==> config.mk <==
export PLATFORM = sky130hd
export DESIGN_NAME = mma_regs
export DESIGN_NICKNAME = d
export VERILOG_FILES = /design/src/rtl/mma_pkg.sv /design/src/rtl/mma_regs.sv
export SDC_FILE = /design/constraint.sdc
export NUM_CORES = 1
export LEC_CHECK = 0
export BUFFER_PORTS_ARGS = -buffer_cell sky130_fd_sc_hd__buf_2
export CORE_MARGIN = 3
export CORE_UTILIZATION = 42
export DETAILED_ROUTE_END_ITERATION = 8
export PLACE_DENSITY = 0.79
export SLEW_MARGIN = 0
export SYNTH_ARGS = -nofsm -noshare
export SYNTH_HDL_FRONTEND = slang
export SYNTH_SLANG_ARGS = --single-unit
export TNS_END_PERCENT = 50
==> constraint.sdc <==
create_clock -name i_clk -period 1.35 [get_ports i_clk]
set_input_delay 0.0675 -clock i_clk [delete_from_list [all_inputs] [get_ports i_clk]]
set_output_delay 0.0675 -clock i_clk [all_outputs]
set_load 0.01 [all_outputs]
==> src/rtl/mma_pkg.sv <==
// Shared types, constants and helpers of the matrix multiply-accumulate engine.
`timescale 1ns / 1ps
`default_nettype none
package mma_pkg;

    // Built maximum order of the square matrices
    localparam int MAX_DIM = 16;

    // Field and register widths
    localparam int IDX_W  = 4;
    localparam int ELEM_W = 32;
    localparam int AB_W   = 16;
    localparam int SIZE_W = 5;
    localparam int GAIN_W = 16;
    localparam int DATA_W = 32;
    localparam int PADDR_W = 4;

    // Store geometry
    localparam int DEPTH  = MAX_DIM * MAX_DIM;
    localparam int ADDR_W = $clog2(DEPTH);
    localparam int ORD_W  = $clog2(MAX_DIM + 1);
    localparam int CMP_W  = (ORD_W > IDX_W) ? ORD_W : IDX_W;

    // Datapath widths: dot-product sum, shared multiplier product, scaled total
    localparam int SUM_W  = 2 * AB_W + $clog2(MAX_DIM);
    localparam int PROD_W = GAIN_W + SUM_W;
    localparam int TOT_W  = PROD_W + 1;
    localparam int FRAC_DROP = 12;
    localparam int RND_W  = TOT_W - FRAC_DROP;

    // Register indexes on the configuration port
    localparam logic [1:0] REG_SIZE  = 2'd0;
    localparam logic [1:0] REG_ALPHA = 2'd1;
    localparam logic [1:0] REG_BETA  = 2'd2;

    localparam logic [SIZE_W-1:0] SIZE_RST  = SIZE_W'(16);
    localparam logic [GAIN_W-1:0] ALPHA_RST = GAIN_W'(4096);
    localparam logic [GAIN_W-1:0] BETA_RST  = '0;

    typedef enum logic [1:0] {
        REQ_WR_A    = 2'd0,
        REQ_WR_B    = 2'd1,
        REQ_WR_C    = 2'd2,
        REQ_COMPUTE = 2'd3
    } t_req;

    typedef enum logic [2:0] {
        ST_IDLE,
        ST_MAC,
        ST_DRAIN,
        ST_ALPHA,
        ST_BETA,
        ST_SUM,
        ST_ROUND
    } t_state;

    typedef struct packed {
        t_req                      req_type;
        logic [IDX_W-1:0]          row_index;
        logic [IDX_W-1:0]          col_index;
        logic signed [ELEM_W-1:0]  elem_value;
    } t_in_item;

    typedef struct packed {
        logic signed [ELEM_W-1:0]  result_value;
        logic                      saturated;
    } t_out_item;

    typedef struct packed {
        logic [SIZE_W-1:0]         matrix_size;
        logic signed [GAIN_W-1:0]  alpha_gain;
        logic signed [GAIN_W-1:0]  beta_gain;
    } t_cfg;

    // Order in use: zero acts as one, anything above the built maximum is clipped
    function automatic logic [ORD_W-1:0] order_in_use(input logic [SIZE_W-1:0] size);
        logic [ORD_W-1:0] n;
        if (size == '0) begin
            n = ORD_W'(1);
        end else if (int'(size) > MAX_DIM) begin
            n = ORD_W'(MAX_DIM);
        end else begin
            n = ORD_W'(size);
        end
        return n;
    endfunction

endpackage
`default_nettype wire

==> src/rtl/mma_regs.sv <==
// Configuration register bank of the matrix multiply-accumulate engine.
`timescale 1ns / 1ps
`default_nettype none
module mma_regs (
    input  wire logic                        i_clk,
    input  wire logic                        i_rst_n,
    input  wire logic                        psel,
    input  wire logic                        penable,
    input  wire logic                        pwrite,
    input  wire logic [mma_pkg::PADDR_W-1:0] paddr,
    input  wire logic [mma_pkg::DATA_W-1:0]  pwdata,
    output logic      [mma_pkg::DATA_W-1:0]  prdata,
    output logic                             pready,
    output mma_pkg::t_cfg                    o_cfg
);

    logic [mma_pkg::SIZE_W-1:0] r_size;
    logic [mma_pkg::GAIN_W-1:0] r_alpha;
    logic [mma_pkg::GAIN_W-1:0] r_beta;
    logic [1:0]                 reg_sel;
    logic                       wr_en;

    assign pready  = 1'b1;
    assign reg_sel = paddr[3:2];
    assign wr_en   = psel && penable && pwrite;

    // Write registers in the access phase
    always_ff @(posedge i_clk) begin
        if (!i_rst_n) begin
            r_size  <= mma_pkg::SIZE_RST;
            r_alpha <= mma_pkg::ALPHA_RST;
            r_beta  <= mma_pkg::BETA_RST;
        end else if (wr_en) begin
            case (reg_sel)
                mma_pkg::REG_SIZE:  r_size  <= pwdata[mma_pkg::SIZE_W-1:0];
                mma_pkg::REG_ALPHA: r_alpha <= pwdata[mma_pkg::GAIN_W-1:0];
                mma_pkg::REG_BETA:  r_beta  <= pwdata[mma_pkg::GAIN_W-1:0];
                default: ;
            endcase
        end
    end

    // Read back the selected register
    always_comb begin
        case (reg_sel)
            mma_pkg::REG_SIZE:  prdata = mma_pkg::DATA_W'(r_size);
            mma_pkg::REG_ALPHA: prdata = mma_pkg::DATA_W'(r_alpha);
            mma_pkg::REG_BETA:  prdata = mma_pkg::DATA_W'(r_beta);
            default:            prdata = '0;
        endcase
    end

    assign o_cfg.matrix_size = r_size;
    assign o_cfg.alpha_gain  = r_alpha;
    assign o_cfg.beta_gain   = r_beta;

endmodule
`default_nettype wire

==> results of run 1 <==
[routing by layer]
metal	vias up	wire, um	global-route usage
met5	-	0	0
met4	0	19	0.0480
met3	2	309	0.0526
met2	56	1870	0.265
met1	701	1930	0.211
li1	764	-	-
[cells in the mapped netlist, types with 2 or more instances]
cell type	instances	share of area
conb_1	2	0.0042
inv_1	2	0.0042
o211ai_1	2	0.0084
mux2i_1	40	0.22
dfxtp_1	37	0.42
o21ai_0	5	0.014
clkbuf_1	8	0.017
a22o_1	11	0.054
and2_1	2	0.0070
buf_6	2	0.013
nand2_1	56	0.12
nand3_1	2	0.0056
buf_4	20	0.084
[path summary, 6_finish.rpt]
| path | cells past startpoint | to | from |
|---|---|---|---|
| worst max register to register | 2 | r_beta[1]$_SDFFE_PN0P_ | r_beta[1]$_SDFFE_PN0P_ |
| worst max-delay path | 3 | prdata[0] | r_alpha[0]$_SDFFE_PN0P_ |
| worst min-delay path | 3 | r_beta[12]$_SDFFE_PN0P_ | pwdata[12] |
| worst min register to register | 2 | r_beta[11]$_SDFFE_PN0P_ | r_beta[11]$_SDFFE_PN0P_ |
[report_power, final]
group | total [uW] | leakage, uW | internal, uW | switching, uW
combinational | 215 | 0.000752 | 83.2 | 132
sequential | 1120 | 0.000299 | 1110 | 10.5
clock | 980 | 0.0000585 | 602 | 377
total | 2310 | 0.00111 | 1790 | 520
[cells by family after synthesis]
family	synth area share
DFF	0.416
buffers and inverters	0.129
muxes	0.225
AOI/OAI and AO/OA	0.0808
and+or+nand+nor	0.146
other	0.00422
[registers in the layout (all words and copies together) (netlist names)]
name / flops
r_alpha: 16
r_beta: 16
r_size: 5
[layout make-up]
| type | instances | area, um^2 |
|---|---|---|
| clock inverter | 1 | 30.0 |
| multi-input combinational | 140 | 868 |
| inverter | 2 | 7.51 |
| timing repair buffer | 83 | 460 |
| fill | 395 | 1800 |
| clock buffer | 7 | 86.3 |
| tap | 50 | 62.6 |
| sequential | 37 | 741 |
[through the flow]
| stage | instances | setup slack, ns | power [uW] | instance area (um^2) |
|---|---|---|---|---|
| after floorplan | 211 | 0.248 | 1310 | 1840 |
| after global placement | 312 | 0.194 | 1360 | 2140 |
| after detailed placement | 312 | 0.157 | 1360 | 2140 |
| after CTS | 320 | 0.251 | 2330 | 2260 |
| after global routing | 320 | 0.165 | 2410 | 2260 |
| final | 320 | 0.260 | 2310 | 2260 |
[worst max-delay path, cell delays in order, from the launching register on]
cell     delay (ns)
dfxtp_1        0.37
mux2i_1        0.08
o21ai_0        0.14
buf_2          0.16
==> run_results.csv, run 1 <==
group,metric,value,unit
synth,ys_seq_area_frac,0.416,
cells_and_area,n_antenna_cell,0,
setup_path,cp-start-kind,"flop",
drt,ant_nets,0,
drt,finalWirelength,4130,um
timing,min_period,1.09,ns
timing,period_share,0.807,
clock_network,cts_root_buffer,"clkbuf_8",
synth,yosysUniqueCellTypes,20,
clock_network,cts_buffers,5,
cells_and_area,drive_gt1_frac,0.337,
clock_network,cts_tree,"done",
synth,synthesis.area,1780,um^2
setup_path,worstPathMaxFanout,3,
clock_network,clk_pin_slew,0.07,ns
floorplan,start_util,0.439,
grt,grt.total_usage,0.164,
timing,setup_viol,0,
timing,hold_viol_final,0,
timing,final_max_slew_viol_count,0,
clock_network,cts_buffer_depth,2,
synth,yosys_warnings,0,
cells_and_area,fin_util,0.556,
drt,firstDrtPassIters,4,
floorplan,die_x,71.1,um
synth,synth-edff-count,0,
floorplan,core_area,4060,um^2
synth,yosys_most_used_dff,"dfxtp_1",
clock_network,cts_setup_buffers,0,
synth,async_flop_share,0,
timing,fin_setup_tns,0,ns
drt,post_drt_wl_per_cell,12.9,um
placement,place_hpwl,2980,um
timing,timing.fmax,0.918,GHz
job,cap_violations,0,
setup_path,rrSetupSlack,0.72,ns
synth,synth.avg_cell_area,9.09,um^2
grt,grt_pass1_wl,6550,um
clock_network,clock_sinks,37,
drt,vias,1523,
cells_and_area,layout_common_cells,"75 x buf_2, 56 x nand2_1, 40 x mux2i_1, 37 x dfxtp_1, 17 x conb_1",
floorplan,io_pins,111,
floorplan,row_count,23,
grt,antenna_found_initial,0,
pwr,power.leakage,0.00111,uW
drt,vias_per_cell,4.76,
cells_and_area,areaGrowthSynthToFinish,26.6,%
clock_network,clkLatencyLatePin,0.28,ns
timing,holdWs,0.0383,ns
grt,grt_pass1_vias,1359,
drt,drcViolationCount,0,
placement,gp_congestion,0.733,
setup_path,cp.arrival,1.02,ns
pwr,powerDensity,1020,nW/um^2
pwr,ir_drop,0.577,mV
floorplan,die-area,5060,um^2
clock_network,cts-htree-levels,2,
grt,grt_max_degree,54,
setup_path,endpoint_kind,"output pin",
placement,portBuffers,75,
timing,rsz0062_at_grt,"no",
synth,synth-seq-cells,37,
clock_network,holdBufCountCts,0,
setup_path,path_class,"reg2out",
timing,clock-skew-final,0,ns
drt,first_iter_violations,42,
hold_path,hold_path.class,"in2reg",
grt,grt_overflow_total,0,
clock_network,cts_resized,0,
cells_and_area,final_common_cell,"buf_2",
synth,syn_inst,196,
outcome,status,"completed",
cells_and_area,nNetsFinal,310,
floorplan,die_h,71.1,um
setup_path,crit_required,1.28,ns
Power figures use the tool's default switching activity.
==> inputs of run 2 (changes only) <==
Clock period 1.35 ns to 1.05 ns, I/O delays scaled along.
==> run 2 against run 1 <==
Clock skew unchanged. Global-route usage is essentially flat. Wire length grew 0.41%. Non-clock buffer count increased by 4. Critical path type unchanged. Largest cell class unchanged. Highest routed layer unchanged.
==> run_results.csv, run 2 (same netlist as run 1, synthesis figures left out) <==
group,metric,value,unit
timing,clock-skew-final,0,ns
cells_and_area,areaGrowthSynthToFinish,27.2,%
timing,setup_viol,0,
timing,fin_setup_tns,0,ns
cells_and_area,nNetsFinal,314,
drt,post_drt_wl_per_cell,12.8,um
clock_network,cts_buffers,5,
cells_and_area,fin_util,0.559,
pwr,ir_drop,0.722,mV
floorplan,io_pins,111,
timing,period_share,0.977,
setup_path,endpoint_kind,"output pin",
pwr,switching_share,0.236,
clock_network,clkLatencyLatePin,0.28,ns
grt,antenna_found_initial,0,
job,cap_violations,0,
cells_and_area,final_common_cell,"buf_2",
grt,grt_pass1_vias,1383,
timing,fin_ws,0.0239,ns
placement,gp_congestion,0.713,
floorplan,die_x,71.1,um
placement,place_inst,313,
clock_network,cts_buffer_depth,2,
drt,firstDrtPassIters,4,
drt,vias_per_cell,4.74,
pwr,powerDensity,1190,nW/um^2
timing,min_period,1.03,ns
pwr,p_clk_frac,0.359,
drt,first_iter_violations,67,
setup_path,cp-start-kind,"flop",
grt,grt_overflow_total,0,
floorplan,start_util,0.439,
placement,dp_worst_setup_slack,-0.0182,ns
cells_and_area,fillers,384,
setup_path,cp.arrival,0.97,ns
drt,finalWirelength,4150,um
pwr,power.switching,635,uW
placement,portBuffers,75,
clock_network,cts-htree-levels,2,
cells_and_area,drive_gt1_frac,0.399,
floorplan,die_h,71.1,um
pwr,power_frac_seq,0.533,
timing,timing.fmax,0.975,GHz
timing,rsz0062_at_grt,"yes",
cells_and_area,instances_no_fill,323,
pwr,combPwrFrac,0.108,
outcome,status,"completed",
floorplan,core_area,4060,um^2
cells_and_area,layout_common_cells,"75 x buf_2, 56 x nand2_1, 40 x mux2i_1, 23 x dfxtp_1, 17 x conb_1",
setup_path,rrSetupSlack,0.31,ns
timing,hold_viol_final,0,
clock_network,cts_tree,"done",
hold_path,hold_path.class,"in2reg",
pwr,finalPower,2690,uW
setup_path,path_class,"reg2out",
drt,drcViolationCount,0,
clock_network,clk_pin_slew,0.07,ns
grt,grt.total_usage,0.165,
setup_path,worstPathMaxFanout,3,
grt,grt_max_degree,54,
cells_and_area,n_antenna_cell,0,
timing,final_max_slew_viol_count,0,
cells_and_area,reg_top3,"r_alpha x16, r_beta x16, r_size x5",
drt,vias,1532,
clock_network,clock_sinks,37,
drt,ant_nets,0,
clock_network,holdBufCountCts,0,
pwr,internal_power,2060,uW
placement,place_hpwl,2930,um
pwr,power.leakage,0.00112,uW
setup_path,crit_required,1.00,ns
floorplan,row_count,23,
clock_network,cts_root_buffer,"clkbuf_8",
grt,grt_pass1_wl,6560,um
floorplan,die-area,5060,um^2
## run 2: cell count changes in the layout (fill, tap and decap cells not counted), sizes merged
cell	before	now
buf	83	87
bufinv	1	0
## run 2: per-stage QoR
step	hold WS, ns	instance area, um^2
final	0.0365	2270
after global routing	0.0323	2270
after CTS	0.0243	2230
after detailed placement	0.325	2140
after global placement	0.319	2140
after floorplan	0.195	1840
## run 2: worst paths after layout
check	start	endpoint	depth (start not counted)
setup reg to reg	r_size[4]$_SDFFE_PN1P_	r_size[4]$_SDFFE_PN1P_	3
hold / removal	pwdata[12]	r_alpha[12]$_SDFFE_PN1P_	3
setup / recovery	r_size[3]$_SDFFE_PN0P_	prdata[3]	3
hold reg to reg	r_alpha[0]$_SDFFE_PN0P_	r_alpha[0]$_SDFFE_PN0P_	2
## run 2: final cells by class
class / instances / area, um^2 / area share
sequential: 37 / 758 / 0.334
clock buffer: 7 / 86.3 / 0.0381
inverter: 2 / 7.51 / 0.00331
timing repair buffer: 87 / 482 / 0.212
multi-input combinational: 140 / 871 / 0.384
tap: 50 / 62.6 / 0.0276
## run 2: timing repair
action | CTS | global route
gates cloned | 0 | 0
resized for setup | 8 | 12
setup buffers | 0 | 3
endpoints found under the hold margin | 0 | 0
pin swaps | 0 | 2
endpoints found under the setup margin | 5 | 9
## run 2: power groups by stage
stage	combinational (uW)	clock [uW]	sequential, uW
after floorplan	208	0	1480
after global placement	282	0	1470
after detailed placement	284	0	1470
after CTS	286	1010	1440
after global routing	318	1070	1440
final	290	968	1440
## run 2: per-layer routing
metal	vias to the layer above	part of all wire	GRT usage
met1	705	0.47	0.216
met5	-	0	0
met4	0	0.0041	0.0501
met2	55	0.46	0.256
li1	770	-	-
met3	2	0.063	0.0568
## run 2: critical path, cell delays in order (launching register included)
cell,delay (ns)
dfxtp_2,0.33
mux2i_1,0.06
o21ai_1,0.15
buf_2,0.15
==> inputs of run 3 (changes only) <==
Settings changed: ABC_AREA set to 1, CORE_UTILIZATION 42 to 44, PLACE_DENSITY 0.79 to 0.8.
==> run 3 against run 2 <==
Synthesized area rose by 9.8%. Utilization rose by 3.9 points. Critical path type unchanged. First-iteration DRC count rose by 4.5%. Die area rose by 4.4%. Clock skew did not move. Largest power group unchanged. Final area rose by 9.2%. Sequential power barely moved. Largest cell class unchanged. Sequential cell count did not move. Global-route usage rose by 1.2 points.
==> run_results.csv, run 3 <==
group,metric,value,unit
cells_and_area,final_common_cell,"nand2_1",
cells_and_area,fillers,419,
grt,grt_overflow_total,0,
floorplan,die_x,72.7,um
drt,vias,1964,
cells_and_area,instances_no_fill,429,
setup_path,reg2reg_to,"r_size[2]$_SDFFE_PN0P_",
synth,synth_top_area_cell,"dfxtp_1",
job,cap_violations,0,
grt,antenna_found_initial,0,
drt,finalWirelength,4710,um
timing,period_share,0.945,
outcome,status,"completed",
timing,min_period,0.992,ns
synth,synth.avg_cell_area,6.50,um^2
synth,synth_top_cell_area_share,0.379,
clock_network,cts-htree-levels,2,
hold_path,hold_path.class,"in2reg",
synth,async_flop_share,0,
clock_network,clock_sinks,37,
timing,timing.fmax,1.01,GHz
cells_and_area,fin_area,2480,um^2
setup_path,cp-start-kind,"flop",
placement,place_hpwl,3400,um
drt,ant_nets,0,
floorplan,die_h,72.7,um
cells_and_area,areaGrowthSynthToFinish,26.5,%
setup_path,rrSetupSlack,0.44,ns
pwr,powerDensity,1150,nW/um^2
cells_and_area,nNetsFinal,419,
grt,grt.total_usage,0.177,
clock_network,cts_setup_buffers,0,
timing,holdWs,0.0923,ns
cells_and_area,drive_gt1_frac,0.280,
placement,place_inst,419,
drt,post_drt_wl_per_cell,11.0,um
clock_network,cts_root_buffer,"clkbuf_8",
drt,first_iter_violations,70,
grt,grt_max_degree,38,
synth,yosys_most_used_dff,"dfxtp_1",
synth,ys_seq_area_frac,0.379,
setup_path,crit_required,1.00,ns
floorplan,io_pins,111,
setup_path,path_class,"reg2out",
cells_and_area,layout_common_cells,"87 x nand2_1, 75 x buf_2, 71 x nor2_1, 42 x nand3_1, 34 x dfxtp_1",
placement,gp_congestion,0.767,
synth,synth_area_leaders,"dfxtp_1 38%, nand2_1 17%, nor2_1 14%, nand3_1 11%, buf_4 7.7%",
pwr,ir_drop,0.688,mV
clock_network,clkLatencyLatePin,0.28,ns
timing,setup_viol,0,
synth,yosys-top-cells-count,"87 x nand2_1, 71 x nor2_1, 42 x nand3_1",
timing,fin_setup_tns,0,ns
cells_and_area,n_antenna_cell,0,
hold_path,min-delay-start,"pwdata[8]",
setup_path,worstPathMaxFanout,3,
pwr,power.leakage,0.00134,uW
synth,synth_most_common_cell,"nand2_1",
synth,yosys_warnings,0,
cells_and_area,reg_top3,"r_alpha x16, r_beta x16, r_size x5",
grt,grt_pass1_wl,7450,um
clock_network,cts_buffers,5,
synth,syn_inst,301,
timing,final_max_slew_viol_count,0,
setup_path,endpoint_kind,"output pin",
placement,dpl-instance-area,2370,um^2
drt,firstDrtPassIters,4,
hold_path,hold-path-cell-count,5,
drt,drcViolationCount,0,
hold_path,whs_endpoint,"r_beta[8]$_SDFFE_PN0P_",
timing,rsz0062_at_grt,"no",
floorplan,row_count,23,
clock_network,cts_tree,"done",
clock_network,cts_buffer_depth,2,
clock_network,clk_pin_slew,0.07,ns
setup_path,rr_worst_depth,2,
floorplan,start_util,0.472,
floorplan,die-area,5280,um^2
synth,yosysUniqueCellTypes,16,
cells_and_area,fin_util,0.598,
timing,hold_viol_final,0,
setup_path,cp.arrival,0.94,ns
synth,synthesis.area,1960,um^2
floorplan,core_area,4140,um^2
synth,synth-seq-cells,37,
grt,grt_pass1_vias,1684,
drt,vias_per_cell,4.58,
placement,portBuffers,75,
timing,clock-skew-final,0,ns
setup_path,regToRegStartpoint,"r_size[2]$_SDFFE_PN0P_",
synth,synth-edff-count,0,
-- run 3: changes by cell type after synthesis, sizes merged, moves of 2 or more --
cell / previous run / this run
nor2: 0 / 77
and2: 2 / 0
inv: 2 / 19
nor2b: 2 / 0
mux2i: 40 / 0
o21ai: 5 / 2
o211ai: 2 / 0
nand3: 2 / 43
nand2: 56 / 89
clkbuf: 8 / 0
a22o: 11 / 0
buf: 24 / 32
-- run 3: stage by stage --
stage               setup slack (ns)  total power, uW
detailed placement             0.104             1910
CTS                           0.0324             2860
finish                        0.0576             2850
floorplan                      0.323             1790
global route                 0.00249             2990
global placement               0.131             1900
-- run 3: kinds of logic (layout without fill, tap and decap cells) --
logic type	count (synthesis)	in the layout	share of synthesized area
compound gates	2	2	0.00512
buf+inv	51	114	0.155
flops	37	37	0.379
other cells	2	17	0.00384
simple gates	209	209	0.458
-- run 3: repair_timing --
item / 4_1_cts / 5_1_grt
hold buffers: 2 / 0
hold endpoints to repair: 2 / 0
resized for setup: 0 / 3
endpoints found under the setup margin: 0 / 3
-- run 3: how the worst max path moves through the flow --
stage | startpoint | endpoint | slack (ns) | depth (start not counted)
floorplan | psel | r_size[2]$_SDFFE_PN0P_ | 0.32 | 6
global placement | paddr[2] | r_alpha[8]$_SDFFE_PN0P_ | 0.13 | 7
detailed placement | paddr[3] | prdata[4] | 0.10 | 5
CTS | r_size[3]$_SDFFE_PN0P_ | prdata[3] | 0.03 | 3
global route | r_size[2]$_SDFFE_PN0P_ | prdata[2] | 0.002 | 3
finish | r_size[2]$_SDFFE_PN0P_ | prdata[2] | 0.06 | 3
-- run 3: report_power, final --
part	switching [uW]	internal, uW
combinational	261	166
sequential	22.2	1430
clock	502	460
total	785	2060
-- run 3: routing by layer --
metal / global-route usage / routed length, um
met3: 0.0510 / 389
met4: 0.0389 / 50
met5: 0 / 0
met2: 0.302 / 2280
met1: 0.221 / 1990
-- run 3: area by class of cell --
class	count	area, um^2	share of cell area
clock buffer	6	72.6	0.0293
timing repair buffer	87	546	0.220
sequential	37	744	0.301
inverter	19	71.3	0.0288
multi-input combinational	228	970	0.392
clock inverter	2	10.0	0.00404
tap	50	62.6	0.0253
-- run 3: worst max-delay path, stage by stage (launching register included) --
cell	delay [ns]
dfxtp_1	0.37
nand2_1	0.07
nand3_1	0.10
buf_2	0.13
